## config.mk

```make
export PLATFORM = sky130hd
export DESIGN_NAME = memory_self_test_sequencer
export DESIGN_NICKNAME = d
export VERILOG_FILES = /design/src/design/mst_pkg.sv /design/src/design/memory_self_test_sequencer.sv
export SDC_FILE = /design/constraint.sdc
export NUM_CORES = 1
export LEC_CHECK = 0
export ABC_AREA = 1
export BUFFER_PORTS_ARGS = -buffer_cell sky130_fd_sc_hd__buf_2
export CORE_ASPECT_RATIO = 1.1
export CORE_MARGIN = 2
export CORE_UTILIZATION = 51
export DETAILED_ROUTE_END_ITERATION = 8
export PLACE_DENSITY_LB_ADDON = 0.08
export SYNTH_ARGS = -nofsm -noshare
export SYNTH_HDL_FRONTEND = slang
export SYNTH_SLANG_ARGS = --single-unit
```

## constraint.sdc

```tcl
create_clock -name aclk -period 6 [get_ports aclk]
set_input_delay 1.2 -clock aclk [delete_from_list [all_inputs] [get_ports aclk]]
set_output_delay 1.2 -clock aclk [all_outputs]
set_load 0.02 [all_outputs]
```

## src/design/mst_pkg.sv

```systemverilog
// Shared types and codes for the memory self-test sequencer.
`default_nettype none

package mst_pkg;

    localparam int unsigned CMD_W  = 3;
    localparam int unsigned ADDR_W = 32;
    localparam int unsigned DATA_W = 32;

    localparam int unsigned S_TDATA_W = 48;
    localparam int unsigned S_TUSER_W = 2;
    localparam int unsigned M_TDATA_W = 72;

    localparam int unsigned CFG_ADDR_W = 2;
    localparam int unsigned CFG_DATA_W = 25;

    localparam logic [1:0] REQ_TICK   = 2'd0;
    localparam logic [1:0] REQ_STATUS = 2'd1;
    localparam logic [1:0] REQ_RDWORD = 2'd2;

    localparam logic [3:0] ST_WR_OK    = 4'd0;
    localparam logic [3:0] ST_WR_FAIL  = 4'd1;
    localparam logic [3:0] ST_RD_OK    = 4'd2;
    localparam logic [3:0] ST_RD_FAIL  = 4'd3;
    localparam logic [3:0] ST_SLP_OK   = 4'd4;
    localparam logic [3:0] ST_SLP_FAIL = 4'd5;
    localparam logic [3:0] ST_WAK_OK   = 4'd6;
    localparam logic [3:0] ST_WAK_FAIL = 4'd7;
    localparam logic [3:0] ST_UNDEF    = 4'd8;

    localparam logic [2:0] CMD_WRITE_WORD = 3'd0;
    localparam logic [2:0] CMD_READ_CHUNK = 3'd1;
    localparam logic [2:0] CMD_SLEEP      = 3'd2;
    localparam logic [2:0] CMD_WAKEUP     = 3'd3;
    localparam logic [2:0] CMD_FINISHED   = 3'd4;
    localparam logic [2:0] CMD_MISMATCH   = 3'd5;
    localparam logic [2:0] CMD_SAFE       = 3'd6;
    localparam logic [2:0] CMD_INIT       = 3'd7;

    localparam logic [1:0] CFG_MEM_SIZE   = 2'd0;
    localparam logic [1:0] CFG_INIT_WAIT  = 2'd1;
    localparam logic [1:0] CFG_SLEEP_WAIT = 2'd2;
    localparam logic [1:0] CFG_SAFE_WAIT  = 2'd3;

    localparam logic [15:0] TICKS_MAX = 16'hFFFF;

    typedef struct packed {
        logic [CMD_W-1:0]  command;
        logic [ADDR_W-1:0] byte_address;
        logic [DATA_W-1:0] write_data;
        logic              last_of_run;
    } mst_result_t;

endpackage

`default_nettype wire

```

## src/design/memory_self_test_sequencer.sv

```systemverilog
// Memory self-test sequencer: phase control, write burst, read-back check, result queue.
//
// Items on the s_ channel are ticks, driver status reports and read-back words;
// the results of each go into a two-entry result queue that feeds the m_
// channel, so one item per cycle is accepted while earlier results wait,
// unless the queue is full or a write burst runs. A tick that opens or
// continues a chunk write produces up to 16 write-word transfers, one per
// cycle as the queue drains; s_tready stays low for that burst. Each word at
// byte address a carries a+4. Read-back words are checked on arrival.
// Configuration writes take effect at the clock edge.
`default_nettype none

module memory_self_test_sequencer #(
    parameter int unsigned CHUNK_WORDS = 16
) (
    input  wire logic                               aclk,
    input  wire logic                               aresetn,

    input  wire logic                               cfg_wr_en,
    input  wire logic [mst_pkg::CFG_ADDR_W-1:0]     cfg_addr,
    input  wire logic [mst_pkg::CFG_DATA_W-1:0]     cfg_wdata,

    input  wire logic                               s_tvalid,
    output logic                                    s_tready,
    // [2:0] status_code, [8:3] word_index, [40:9] read_data, rest zero
    input  wire logic [mst_pkg::S_TDATA_W-1:0]      s_tdata,
    // [1:0] req_type
    input  wire logic [mst_pkg::S_TUSER_W-1:0]      s_tuser,

    output logic                                    m_tvalid,
    input  wire logic                               m_tready,
    // [2:0] command, [34:3] byte_address, [66:35] write_data, rest zero
    output logic [mst_pkg::M_TDATA_W-1:0]           m_tdata,
    output logic                                    m_tlast
);
    import mst_pkg::*;

    localparam logic [3:0] PH_INIT_T  = 4'd0;
    localparam logic [3:0] PH_INIT_P  = 4'd1;
    localparam logic [3:0] PH_TESTING = 4'd2;
    localparam logic [3:0] PH_WRITE_T = 4'd3;
    localparam logic [3:0] PH_WRITE_P = 4'd4;
    localparam logic [3:0] PH_READ_T  = 4'd5;
    localparam logic [3:0] PH_READ_P  = 4'd6;
    localparam logic [3:0] PH_CHECK   = 4'd7;
    localparam logic [3:0] PH_SLREQ_T = 4'd8;
    localparam logic [3:0] PH_SLREQ_P = 4'd9;
    localparam logic [3:0] PH_SLEEP_T = 4'd10;
    localparam logic [3:0] PH_SLEEP_P = 4'd11;
    localparam logic [3:0] PH_SAFE_T  = 4'd12;
    localparam logic [3:0] PH_SAFE_P  = 4'd13;

    localparam logic [15:0] CHUNK_TICKS = 16'(CHUNK_WORDS);
    localparam logic [6:0]  CHUNK_IDX   = 7'(CHUNK_WORDS);
    localparam logic [31:0] CHUNK_BYTES = 32'(4 * CHUNK_WORDS);
    localparam logic [3:0]  BURST_LAST  = 4'd15;

    logic [24:0] mem_size_reg;
    logic [15:0] init_wait_reg;
    logic [15:0] sleep_wait_reg;
    logic [15:0] safe_wait_reg;

    logic [3:0]             phase_reg, phase_next;
    logic [31:0]            block_addr_reg, block_addr_next;
    logic [3:0]             last_status_reg, last_status_next;
    logic [15:0]            phase_ticks_reg, phase_ticks_next;
    logic                   wakeup_sent_reg, wakeup_sent_next;
    logic [CHUNK_WORDS-1:0] arrived_reg, arrived_next;
    logic                   mismatch_reg, mismatch_next;
    logic                   burst_reg, burst_next;
    logic [3:0]             burst_cnt_reg, burst_cnt_next;

    mst_result_t q_mem [2];
    logic        q_wr_ptr_reg, q_rd_ptr_reg;
    logic [1:0]  q_count_reg;

    mst_result_t push_entry;
    logic        push_valid;
    logic        pop;
    logic        s_accept;
    logic        q_space;

    logic [1:0]  req_type;
    logic [2:0]  status_code;
    logic [5:0]  word_index;
    logic [31:0] read_data;

    logic [15:0] ticks_inc;
    logic [15:0] ticks_plus1;
    logic [31:0] word_addr;
    logic [31:0] expect_data;

    assign req_type    = s_tuser[1:0];
    assign status_code = s_tdata[2:0];
    assign word_index  = s_tdata[8:3];
    assign read_data   = s_tdata[40:9];

    assign s_tready = !burst_reg && (q_count_reg != 2'd2);
    assign s_accept = s_tvalid && s_tready;
    assign m_tvalid = (q_count_reg != 2'd0);
    assign pop      = m_tvalid && m_tready;
    assign q_space  = (q_count_reg != 2'd2) || pop;

    assign m_tdata = {5'd0, q_mem[q_rd_ptr_reg].write_data,
                      q_mem[q_rd_ptr_reg].byte_address, q_mem[q_rd_ptr_reg].command};
    assign m_tlast = q_mem[q_rd_ptr_reg].last_of_run;

    assign ticks_inc   = (phase_ticks_reg == TICKS_MAX) ? TICKS_MAX : phase_ticks_reg + 16'd1;
    assign ticks_plus1 = phase_ticks_reg + 16'd1;
    assign word_addr   = block_addr_reg + {14'd0, phase_ticks_reg, 2'b00};
    assign expect_data = block_addr_reg + {24'd0, word_index, 2'b00} + 32'd4;

    always_comb begin
        phase_next       = phase_reg;
        block_addr_next  = block_addr_reg;
        last_status_next = last_status_reg;
        phase_ticks_next = phase_ticks_reg;
        wakeup_sent_next = wakeup_sent_reg;
        arrived_next     = arrived_reg;
        mismatch_next    = mismatch_reg;
        burst_next       = burst_reg;
        burst_cnt_next   = burst_cnt_reg;
        push_valid       = 1'b0;
        push_entry       = '{command: CMD_INIT, byte_address: '0, write_data: '0,
                             last_of_run: 1'b1};

        if (burst_reg) begin
            if (q_space) begin
                push_valid                = 1'b1;
                push_entry.command        = CMD_WRITE_WORD;
                push_entry.byte_address   = word_addr;
                push_entry.write_data     = word_addr + 32'd4;
                push_entry.last_of_run    = 1'b0;
                phase_ticks_next          = ticks_plus1;
                burst_cnt_next            = burst_cnt_reg + 4'd1;
                if (ticks_plus1 >= CHUNK_TICKS || burst_cnt_reg == BURST_LAST) begin
                    burst_next             = 1'b0;
                    push_entry.last_of_run = 1'b1;
                    if (ticks_plus1 >= CHUNK_TICKS) begin
                        phase_next = PH_WRITE_P;
                    end
                end
            end
        end else if (s_accept) begin
            case (req_type)
                REQ_TICK: begin
                    case (phase_reg)
                        PH_INIT_T: begin
                            block_addr_next    = '0;
                            phase_ticks_next   = '0;
                            last_status_next   = ST_UNDEF;
                            wakeup_sent_next   = 1'b0;
                            push_valid         = 1'b1;
                            push_entry.command = CMD_INIT;
                            phase_next         = PH_INIT_P;
                        end
                        PH_INIT_P: begin
                            phase_ticks_next = ticks_inc;
                            if (ticks_inc >= init_wait_reg) begin
                                phase_next = PH_TESTING;
                            end
                        end
                        PH_TESTING: begin
                            if (block_addr_reg >= {7'd0, mem_size_reg}) begin
                                push_valid         = 1'b1;
                                push_entry.command = CMD_FINISHED;
                                phase_next         = PH_SLREQ_T;
                            end else begin
                                phase_ticks_next = '0;
                                phase_next       = PH_WRITE_T;
                            end
                        end
                        PH_WRITE_T: begin
                            if (phase_ticks_reg < CHUNK_TICKS) begin
                                burst_next     = 1'b1;
                                burst_cnt_next = '0;
                            end else begin
                                phase_next = PH_WRITE_P;
                            end
                        end
                        PH_WRITE_P: begin
                            if (last_status_reg == ST_WR_OK) phase_next = PH_READ_T;
                            if (last_status_reg == ST_WR_FAIL) phase_next = PH_SAFE_T;
                        end
                        PH_READ_T: begin
                            arrived_next            = '0;
                            mismatch_next           = 1'b0;
                            push_valid              = 1'b1;
                            push_entry.command      = CMD_READ_CHUNK;
                            push_entry.byte_address = block_addr_reg;
                            phase_next              = PH_READ_P;
                        end
                        PH_READ_P: begin
                            if (last_status_reg == ST_RD_OK) phase_next = PH_CHECK;
                            if (last_status_reg == ST_RD_FAIL) phase_next = PH_SAFE_T;
                        end
                        PH_CHECK: begin
                            if (!mismatch_reg && (&arrived_reg)) begin
                                block_addr_next = block_addr_reg + CHUNK_BYTES;
                                phase_next      = PH_TESTING;
                            end else begin
                                push_valid         = 1'b1;
                                push_entry.command = CMD_MISMATCH;
                                phase_next         = PH_SAFE_T;
                            end
                        end
                        PH_SLREQ_T: begin
                            push_valid         = 1'b1;
                            push_entry.command = CMD_SLEEP;
                            phase_next         = PH_SLREQ_P;
                        end
                        PH_SLREQ_P: begin
                            if (last_status_reg == ST_SLP_OK) phase_next = PH_SLEEP_T;
                            if (last_status_reg == ST_SLP_FAIL) phase_next = PH_SAFE_T;
                        end
                        PH_SLEEP_T: begin
                            phase_ticks_next = '0;
                            phase_next       = PH_SLEEP_P;
                        end
                        PH_SLEEP_P: begin
                            if (!wakeup_sent_reg) begin
                                phase_ticks_next = ticks_inc;
                                if (ticks_inc >= sleep_wait_reg) begin
                                    wakeup_sent_next   = 1'b1;
                                    push_valid         = 1'b1;
                                    push_entry.command = CMD_WAKEUP;
                                end
                            end
                            if (last_status_reg == ST_WAK_OK) phase_next = PH_INIT_T;
                            if (last_status_reg == ST_WAK_FAIL) phase_next = PH_SAFE_T;
                        end
                        PH_SAFE_T: begin
                            phase_ticks_next   = '0;
                            push_valid         = 1'b1;
                            push_entry.command = CMD_SAFE;
                            phase_next         = PH_SAFE_P;
                        end
                        PH_SAFE_P: begin
                            phase_ticks_next = ticks_inc;
                            if (ticks_inc >= safe_wait_reg) begin
                                phase_next = PH_INIT_T;
                            end
                        end
                        default: begin
                            phase_next = PH_INIT_T;
                        end
                    endcase
                end
                REQ_STATUS: begin
                    last_status_next = {1'b0, status_code};
                end
                REQ_RDWORD: begin
                    if (phase_reg == PH_READ_P && {1'b0, word_index} < CHUNK_IDX) begin
                        for (int i = 0; i < CHUNK_WORDS; i++) begin
                            if ({1'b0, word_index} == 7'(i)) begin
                                arrived_next[i] = 1'b1;
                            end
                        end
                        if (read_data != expect_data) begin
                            mismatch_next = 1'b1;
                        end
                    end
                end
                default: begin
                end
            endcase
        end
    end

    always_ff @(posedge aclk) begin
        if (!aresetn) begin
            mem_size_reg    <= 25'd32768;
            init_wait_reg   <= 16'd10;
            sleep_wait_reg  <= 16'd10;
            safe_wait_reg   <= 16'd10;
            phase_reg       <= PH_INIT_T;
            block_addr_reg  <= '0;
            last_status_reg <= ST_UNDEF;
            phase_ticks_reg <= '0;
            wakeup_sent_reg <= 1'b0;
            arrived_reg     <= '0;
            mismatch_reg    <= 1'b0;
            burst_reg       <= 1'b0;
            burst_cnt_reg   <= '0;
            q_wr_ptr_reg    <= 1'b0;
            q_rd_ptr_reg    <= 1'b0;
            q_count_reg     <= '0;
        end else begin
            if (cfg_wr_en) begin
                case (cfg_addr)
                    CFG_MEM_SIZE:   mem_size_reg   <= cfg_wdata;
                    CFG_INIT_WAIT:  init_wait_reg  <= cfg_wdata[15:0];
                    CFG_SLEEP_WAIT: sleep_wait_reg <= cfg_wdata[15:0];
                    CFG_SAFE_WAIT:  safe_wait_reg  <= cfg_wdata[15:0];
                    default: begin
                    end
                endcase
            end
            phase_reg       <= phase_next;
            block_addr_reg  <= block_addr_next;
            last_status_reg <= last_status_next;
            phase_ticks_reg <= phase_ticks_next;
            wakeup_sent_reg <= wakeup_sent_next;
            arrived_reg     <= arrived_next;
            mismatch_reg    <= mismatch_next;
            burst_reg       <= burst_next;
            burst_cnt_reg   <= burst_cnt_next;
            if (push_valid) begin
                q_wr_ptr_reg <= ~q_wr_ptr_reg;
            end
            if (pop) begin
                q_rd_ptr_reg <= ~q_rd_ptr_reg;
            end
            case ({push_valid, pop})
                2'b10:   q_count_reg <= q_count_reg + 2'd1;
                2'b01:   q_count_reg <= q_count_reg - 2'd1;
                default: q_count_reg <= q_count_reg;
            endcase
        end
    end

    always_ff @(posedge aclk) begin
        if (push_valid) begin
            q_mem[q_wr_ptr_reg] <= push_entry;
        end
    end

    a_queue_bound: assert property (@(posedge aclk) disable iff (!aresetn)
        q_count_reg != 2'd3)
        else $error("result queue count out of range");

    a_no_overflow: assert property (@(posedge aclk) disable iff (!aresetn)
        push_valid |-> (q_count_reg != 2'd2 || pop))
        else $error("transfer pushed into full result queue");

    a_burst_phase: assert property (@(posedge aclk) disable iff (!aresetn)
        burst_reg |-> phase_reg == PH_WRITE_T)
        else $error("write burst outside write phase");

    a_burst_end: assert property (@(posedge aclk) disable iff (!aresetn)
        (burst_reg && !burst_next) |-> (push_valid && push_entry.last_of_run))
        else $error("write burst ended without last transfer");

endmodule

`default_nettype wire
```

Word level (Yosys, flattened, before mapping)
Memories as Yosys holds them, arrays and structs flattened. A register that Yosys moved wholly into a read port is not among the register bits.
Index checks and enable logic that the tools add are counted.
Storage, ports and cells
  flip-flop bits (word level): 156
  bits in writable memories: 136
  input port bits: 82
  output and inout bits: 75
  word-level logic and storage cells: 282
  memories kept: 1
Operators by class
  add/subtract/negate cells: 9
  order comparisons: 7
  equal/unequal tests: 79
  muxes and demuxes: 96
  bitwise logic cells: 3
  reduce and logical (&&, ||, !) cells: 56
Memory list
  q_mem: depth 2, width 68, rd ports 1, clocked after Yosys merged registers in 1, write ports 1, RTL line memory_self_test_sequencer.sv:73  | mst_result_t q_mem [2];
Operators with widths (count)
  two-way mux 16 bit: 9
  AND reduction 6 bit: 18
  two-way mux 35 bit: 3
  two-way mux 4 bit: 26
  two-way mux 68 bit: 1
  adder 32 x 3 -> 32 bit, second input constant: 2
  two-way mux 32 bit: 2
  one-hot mux 16 bit (4 select lines): 1
  one-hot mux 32 bit (2 select lines): 1
  one-hot mux 4 bit (14 select lines): 1
  == test 6 x 4 -> 1 bit, second input constant: 8
  greater-or-equal comparator 16 bit: 3
  two-way mux 1 bit: 40
  inequality test 2 bit, second input constant: 20
  two-way mux 33 bit: 1
  adder 32 x 18 -> 32 bit: 1
  adder 32 x 7 -> 32 bit, second input constant: 1
  adder 32 x 8 -> 32 bit: 1
  == test 4 x 3 -> 1 bit, second input constant: 8
  greater-or-equal comparator 32 x 25 -> 1 bit: 1
  inequality test 32 bit: 1
  one-hot mux 16 bit (2 select lines): 1
  == test 4 bit, second input constant: 7
  == test 6 x 3 -> 1 bit, second input constant: 4
  41 further kinds: 89

Longest topological paths before layout
Gate-level depths: netlist of the first run.
  word-level depth: 11
  depth in mapped cells: 25
  gate-level depth less buffers: 24

Worst setup path before layout of the first run
OpenSTA, ideal clock, no wires.
  kind: reg-to-reg
  start point: reg phase_ticks_reg[0]
  end point: mem q_mem[0][0] in the netlist's numbering (enable)
  setup time: 0.491 ns
  arrival: 5.439 ns
  data required time: 5.509 ns
  setup slack: 0.070 ns
  stages on the path, launching flop included: 20
  path buffers: 1
  period minus slack after synthesis: 5.930 ns
  cells stage by stage: dfxtp_1 > ha_1 > nand3_2 > inv_2 > nand2_1 > nor2_1 > inv_1 > clkbuf_1 > nand2_1 > ha_1 > nand2_1 > nor4_1 > nand3_1 > nand3_1 > nand3_1 > nand3b_1 > nand2_1 > nand2_1 > inv_1 > nor2_1
On the way
  longest elaborated chain between the ends: 11
  elaborated cells on any way between the ends: 12
  classes of those cells: add/sub: 1; order compare: 1; eq/ne: 1; mux: 9
Ends and longest elaborated chain
  start: declaration: RTL line memory_self_test_sequencer.sv:66  | logic [15:0] phase_ticks_reg, phase_ticks_next;
  start signal: assignment: RTL line memory_self_test_sequencer.sv:302  | phase_ticks_reg <= phase_ticks_next;
  adder 16 x 1 -> 16 bit or == test 16 bit (tied branches): RTL line memory_self_test_sequencer.sv:108  | assign ticks_inc = (phase_ticks_reg == TICKS_MAX) ? TICKS_MAX : phase_ticks_reg + 16'd1;
  two-way mux 16 bit (*): RTL line memory_self_test_sequencer.sv:108
  greater-or-equal comparator 16 bit (*): RTL line memory_self_test_sequencer.sv:223  | if (ticks_inc >= sleep_wait_reg) begin
  two-way mux 1 bit (*): RTL line memory_self_test_sequencer.sv:223
  two-way mux 1 bit (*): RTL line memory_self_test_sequencer.sv:221  | if (!wakeup_sent_reg) begin
  one-hot mux 1 bit (4 select lines) (*): RTL line memory_self_test_sequencer.sv:147  | case (phase_reg)
  two-way mux 1 bit (*): RTL line memory_self_test_sequencer.sv:145  | case (req_type)
  two-way mux 1 bit (*): RTL line memory_self_test_sequencer.sv:144  | end else if (s_accept) begin
  two-way mux 1 bit (*): RTL line memory_self_test_sequencer.sv:127  | if (burst_reg) begin
  two-way mux 1 bit (*): RTL line memory_self_test_sequencer.sv:323  | if (push_valid) begin
  two-way mux 1 bit (not written as such) (*): RTL line memory_self_test_sequencer.sv:324  | q_mem[q_wr_ptr_reg] <= push_entry;
  end: declaration: RTL line memory_self_test_sequencer.sv:73
Every way passes the cells marked *; elsewhere a longest branch is shown, timed or not.

Worst setup path in the final report of the first run
  start point: reg phase_ticks_reg[0]
  end point: mem q_mem[0][48] in the netlist's numbering (enable)
Same word-level chain as after synthesis.

==> results of run 1 <==
[cell usage after synthesis (all sizes together) (9+ instances only)]
library cell	number	area share
a21oi	181	0.053
o21ai	162	0.047
o211ai	10	0.0043
buf	28	0.010
nand4	36	0.015
inv	284	0.061
ha	94	0.068
a211oi	17	0.0073
xnor2	9	0.0045
mux2	66	0.043
nand3	155	0.047
o22ai	14	0.0050
xor2	31	0.016
edfxtp	132	0.23
dfxtp	151	0.17
clkbuf	44	0.0095
nor2	254	0.061
nor3	32	0.0099
nand2	522	0.12
[cell families after synthesis]
family | count (synthesis)
DFF | 283
buffers and inverters | 359
muxes | 66
other | 1
xor gates and xnor gates | 40
and+or+nand+nor | 1026
AOI/OAI and AO/OA | 405
adders and majority gates | 94
[metrics by stage]
step           worst slack, ns   util  instance area [um2]  std cells  power (mW)
2_1_floorplan           0.0696      -                17400       2282        2.60
3_3_place_gp              1.27  0.552                18400       2797        2.79
3_5_place_dp              1.20  0.552                18400       2797        2.80
4_1_cts                   1.15  0.581                19400       2851        4.61
5_1_grt                  0.665  0.581                19400       2851        4.77
6_report                  1.18  0.581                19400       2851        4.58
[power breakdown]
part	internal [mW]	total (mW)	switching [mW]
logic	0.231	0.639	0.408
clock network	1.04	1.82	0.781
registers	2.08	2.12	0.0440
[final timing paths]
kind,startpoint,to,slack [ns],cells past startpoint
worst max-delay path,phase_ticks_reg[0],q_mem[0][48],1.18,19
worst min-delay path,arrived_reg[10],arrived_reg[10],0.45,2
worst max register to register,phase_ticks_reg[0],q_mem[0][48],1.18,19
worst min register to register,arrived_reg[10],arrived_reg[10],0.45,2
[area by class of cell]
class                           instances  area (um2)  share of cell area
Multi-Input combinational cell       1640        9000               0.464
Timing Repair Buffer                  155         816              0.0421
Clock buffer                           33         761              0.0392
Tap cell                              432         541              0.0279
Inverter                              287        1080              0.0558
Sequential cell                       283        6990               0.360
Clock inverter                         21         195              0.0101
[worst min-delay path, cell delays in order (launching register included)]
cell	delay, ns
sky130_fd_sc_hd__dfxtp_1	0.31
sky130_fd_sc_hd__inv_1	0.04
sky130_fd_sc_hd__a21oi_1	0.05
[routing by layer]
metal | vias to the layer above | share of wire | wire length (um) | track usage
li1 | 7854 | - | - | -
met1 | 7328 | 0.45 | 22600 | 0.384
met2 | 458 | 0.46 | 22800 | 0.467
met3 | 80 | 0.065 | 3220 | 0.0339
met4 | 0 | 0.025 | 1260 | 0.0828
met5 | - | 0 | 0 | 0
==> summary.txt, run 1 <==
count of vias placed by the detailed router -> 15720
vertical die dimension -> 198 um
average cell area after synthesis -> 7.64 um2
# DRC -> 0
quantity of hold-fixing buffers added after cts -> 0
Area growth, synth to finish -> 11.5%
total negative setup slack -> 0 ns
area fraction in and, or, nand and nor cells after synthesis -> 0.258
final WL -> 49.8 mm
run status -> finished clean
gate count of the mapped netlist -> 2274
biggest cell delay along the critical path -> 0.64 ns
Synth Area in Compound Gates -> 0.127
critical path endpoint category -> flop
count of antenna-violating nets left after detailed routing -> 0
post-CTS sizing -> 0
initial cell density of the core -> 0.521
Max Root-Sink Buffers -> 3
core region area -> 0.0334 mm2
hold crit path type -> flop to flop
TritonCTS clock tree -> done
post-synthesis sequential element count -> 283
fraction of layout instances using a drive strength above 1 -> 0.140
maxcap violations -> 0
RSZ-0062 raised after global routing -> no
final hold slack -> 0.450 ns
fill count -> 3183
post-synthesis async set-or-reset flop share -> 0
Max stage delay cell, worst path -> sky130_fd_sc_hd__buf_4
final weighted congestion of routability-driven global placement -> 0.984
# clock sinks -> 283
Period minus WS final -> 4.82 ns
clock edge transition at the registers on the reported setup and hold paths -> 0.06 ns
count of final setup violators -> 0
final clock period utilization by the worst path -> 0.804
count of buffers from port buffering -> 144
number of buffers and inverters on the critical path -> 4
post-synthesis share of cell area spent on xor and xnor gates -> 0.0206
Total Die Area -> 0.0356 mm2
grt total ovfl -> 0
number of buffers inserted during clock tree synthesis -> 29
post-DR vias/cell -> 5.51
NumNets Final -> 2572
critical path data arrival time -> 5.01 ns
total setup buffers inserted after CTS -> 0
final count of pins violating max slew -> 0
count of endpoints failing hold in the final timing report -> 0
number of I/O pins -> 157
number of rows in the core area -> 70
PD cells -> 236 mW/mm2
Worst Max-Slew Pin Slew -> 1.09 ns
CP delay by family, top -> simple AND/OR/NAND/NOR gates
most common flop cell mapped by yosys -> sky130_fd_sc_hd__dfxtp_1
number of antenna violations at the first check in global routing -> 0
Achievable Freq -> 207 MHz
CTS HTree Levels -> 1
mux cell area share after synthesis -> 0.0428
sequential area share after synthesis -> 0.402
die width -> 180 um
number of antenna repair diodes -> 0
warning count from the yosys run -> 0
library cells used by synthesis -> 58
pin count of the biggest net entering global routing -> 86
number of DRC markers after the initial detailed-route iteration -> 1041
dominant combinational cell family by area after synthesis -> simple AND/OR/NAND/NOR gates
Startpoint Class -> flop
number of synthesized flops with an enable pin -> 132
Worst Skew -> 0.0101 ns
required time worst endpoint -> 6.19 ns
worst slew slack as a fraction of its limit -> 0.272
overall global routing resource usage -> 0.280
Final HPWL DP -> 37.8 mm
most frequent cells in the layout -> sky130_fd_sc_hd__nand2_1, sky130_fd_sc_hd__inv_1, sky130_fd_sc_hd__nor2_1
leakage power summed over all cells -> 7.93 nW
worst-path fanout max -> 66
adder-cell share of the synthesized area -> 0.0677
flip-flop count of the largest register after layout -> 132
Detailed Routing Iterations Pass 1 -> 5
post-synthesis cell area -> 0.0174 mm2
number of global-route vias before repair -> 14960
worst setup path class -> flop to flop
Critical Path, Cell by Cell -> ha_1 > nand3_2 > inv_2 > nand2_1 > nor2_1 > inv_1 > nand3_1 > ha_1 > nand2_1 > nor4_1 > nand3_1 > nand3_1 > nand3_1 > nand3b_1 > nand2_1 > nand2_1 > inv_1 > nor2_4 > buf_4
most common library cell in the layout ignoring fill and taps -> sky130_fd_sc_hd__nand2_1
Worst-Skew Late Latency -> 0.57 ns
first-pass GRT wire length -> 79.7 mm
Peak VDD IR -> 0.259 mV
root buf cell -> sky130_fd_sc_hd__clkbuf_16
final routed wire length divided by cell count -> 17.5 um
No activity file was read; power rests on OpenSTA's default activity.
==> run 2: changes to the inputs <==
==> constraint.sdc (replaced) <==
create_clock -name aclk -period 4.1 [get_ports aclk]
set_input_delay 0.82 -clock aclk [delete_from_list [all_inputs] [get_ports aclk]]
set_output_delay 0.82 -clock aclk [all_outputs]
set_load 0.02 [all_outputs]
==> summary.txt, run 2 (synthesis gave the netlist of run 1 again) <==
Seq. cell area -> 0.00699 mm2
TritonCTS clock tree -> done
instance count along the most critical hold path -> 1
final routed wire length divided by cell count -> 17.7 um
cell occurring most often along the worst timing path -> sky130_fd_sc_hd__a21oi_1
Peak VDD IR -> 0.334 mV
run status -> finished clean
flip-flop count of the largest register after layout -> 132
number of global-route vias before repair -> 15021
number of DRC markers after the initial detailed-route iteration -> 1169
overall global routing resource usage -> 0.286
maxcap violations -> 0
worst setup path class -> flop to flop
Achievable Freq -> 267 MHz
final clock period utilization by the worst path -> 0.912
PD cells -> 338 mW/mm2
final WL -> 51.1 mm
utilization after layout -> 0.590
final weighted congestion of routability-driven global placement -> 0.971
RSZ-0062 raised after global routing -> no
grt total ovfl -> 0
total negative setup slack -> 0 ns
Detailed Routing Iterations Pass 1 -> 6
worst-path fanout max -> 6
logic depth of the worst register-to-register path -> 20
number of rows in the core area -> 70
R2R setup slack -> 0.36 ns
Worst Max-Slew Pin Slew -> 0.873 ns
NumNets Final -> 2607
most frequent cells in the layout -> sky130_fd_sc_hd__nand2_1, sky130_fd_sc_hd__inv_1, sky130_fd_sc_hd__nor2_1
startpoint of the worst-slack reg-to-reg timing path -> phase_ticks_reg[2]
count of vias placed by the detailed router -> 15963
number of buffers inserted during clock tree synthesis -> 30
multi-input combinational cell area -> 0.00901 mm2
biggest cell delay along the critical path -> 0.47 ns
count of buffers from port buffering -> 144
most common library cell in the layout ignoring fill and taps -> sky130_fd_sc_hd__nand2_1
pin count of the biggest net entering global routing -> 85
CTS HTree Levels -> 1
Area growth, synth to finish -> 13.2%
Total Die Area -> 0.0356 mm2
die width -> 180 um
Final HPWL DP -> 39.3 mm
clock edge transition at the registers on the reported setup and hold paths -> 0.06 ns
number of I/O pins -> 157
Max stage delay cell, worst path -> sky130_fd_sc_hd__dfxtp_1
fraction of layout instances using a drive strength above 1 -> 0.155
required time worst endpoint -> 4.57 ns
Worst-Skew Late Latency -> 0.60 ns
count of final setup violators -> 0
number of antenna repair diodes -> 0
post-DR vias/cell -> 5.53
first-pass GRT wire length -> 81.0 mm
root buf cell -> sky130_fd_sc_hd__clkbuf_16
source of the worst hold timing path -> q_rd_ptr_reg
worst slew slack as a fraction of its limit -> 0.418
Startpoint Class -> flop
quantity of hold-fixing buffers added after cts -> 0
count of antenna-violating nets left after detailed routing -> 0
Max Root-Sink Buffers -> 3
count of endpoints failing hold in the final timing report -> 0
Period minus WS final -> 3.74 ns
vertical die dimension -> 198 um
Critical Path, Cell by Cell -> nand2_2 > nor2_1 > nand3_1 > xor2_1 > or2_2 > ha_1 > a21oi_1 > o21ai_0 > a21oi_1 > nand3_1 > nand3_1 > nand3b_1 > nand2_1 > nand2_1 > inv_1 > ha_1 > a21oi_1 > o21ai_0 > o21ai_0 > a21oi_1
core region area -> 0.0334 mm2
critical path endpoint category -> flop
fill count -> 3162
critical path data arrival time -> 4.21 ns
hold crit path type -> flop to flop
# DRC -> 0
leakage power summed over all cells -> 8.08 nW
Worst Skew -> 0.0177 ns
number of antenna violations at the first check in global routing -> 0
# clock sinks -> 283
final count of pins violating max slew -> 0
Critical R2R Capture -> q_count_reg[1]
initial cell density of the core -> 0.521
[run 2: cell types whose count changed in the layout (fill, tap and decap cells not counted), sizes merged]
| cell | before | now |
|---|---|---|
| clkinvlp | 2 | 11 |
| bufinv | 3 | 0 |
| clkinv | 17 | 13 |
| inv | 286 | 288 |
| buf | 155 | 189 |
| clkbuf | 33 | 31 |
[run 2: cell type report]
type / count / share of cell area
multi-input cells: 1640 / 0.458
flip-flops and latches: 283 / 0.355
repair buffers: 189 / 0.0564
inverters: 287 / 0.0551
clock buffers: 31 / 0.0384
well taps: 432 / 0.0275
clock inverters: 25 / 0.00935
[run 2: power by group]
group,internal [mW],switching [mW]
sequential,3.04,0.0438
combinational,0.362,0.626
clock,1.36,1.23
[run 2: metrics by stage]
step           setup slack (ns)  hold slack, ns  std cells  instance area, um2  power (mW)
2_1_floorplan            0.0313           0.426       2282               17400        3.81
3_5_place_dp              0.240           0.436       2831               18700        4.12
6_report                  0.360           0.449       2887               19700        6.66
3_3_place_gp              0.290           0.428       2831               18700        4.11
5_1_grt                  0.0468           0.464       2887               19700        6.95
4_1_cts                   0.224           0.445       2887               19700        6.71
[run 2: how the worst max path moves through the flow]
| stage | start | endpoint | slack (ns) |
|---|---|---|---|
| CTS | phase_ticks_reg[0] | q_count_reg[1] | 0.22 |
| detailed placement | phase_ticks_reg[0] | q_count_reg[1] | 0.24 |
| finish | phase_ticks_reg[2] | q_count_reg[1] | 0.36 |
| global route | phase_ticks_reg[0] | q_count_reg[1] | 0.05 |
| floorplan | phase_ticks_reg[0] | q_mem[0][0] | 0.03 |
| global placement | phase_ticks_reg[0] | q_count_reg[1] | 0.29 |
[run 2: what timing repair did]
action | CTS | global route
buffers inserted | 0 | 0
endpoints found under the setup margin | 0 | 9
gates resized for setup | 0 | 3
[run 2: routing by layer]
| layer | part of all wire | vias up | GRT usage |
|---|---|---|---|
| met1 | 0.45 | 7431 | 0.394 |
| met5 | 0 | - | 0 |
| li1 | - | 7920 | - |
| met2 | 0.45 | 532 | 0.471 |
| met3 | 0.071 | 80 | 0.0372 |
| met4 | 0.026 | 0 | 0.0822 |
[run 2: critical path: cells and delay by family (launching register included)]
family,cells,cell delay (ns)
adder cells (fa/ha/maj),2,0.59
AO/OA/AOI/OAI,7,0.86
buffers and inverters,1,0.17
XOR/XNOR,1,0.18
AND/OR/NAND/NOR,9,1.36
flip-flops,1,0.47
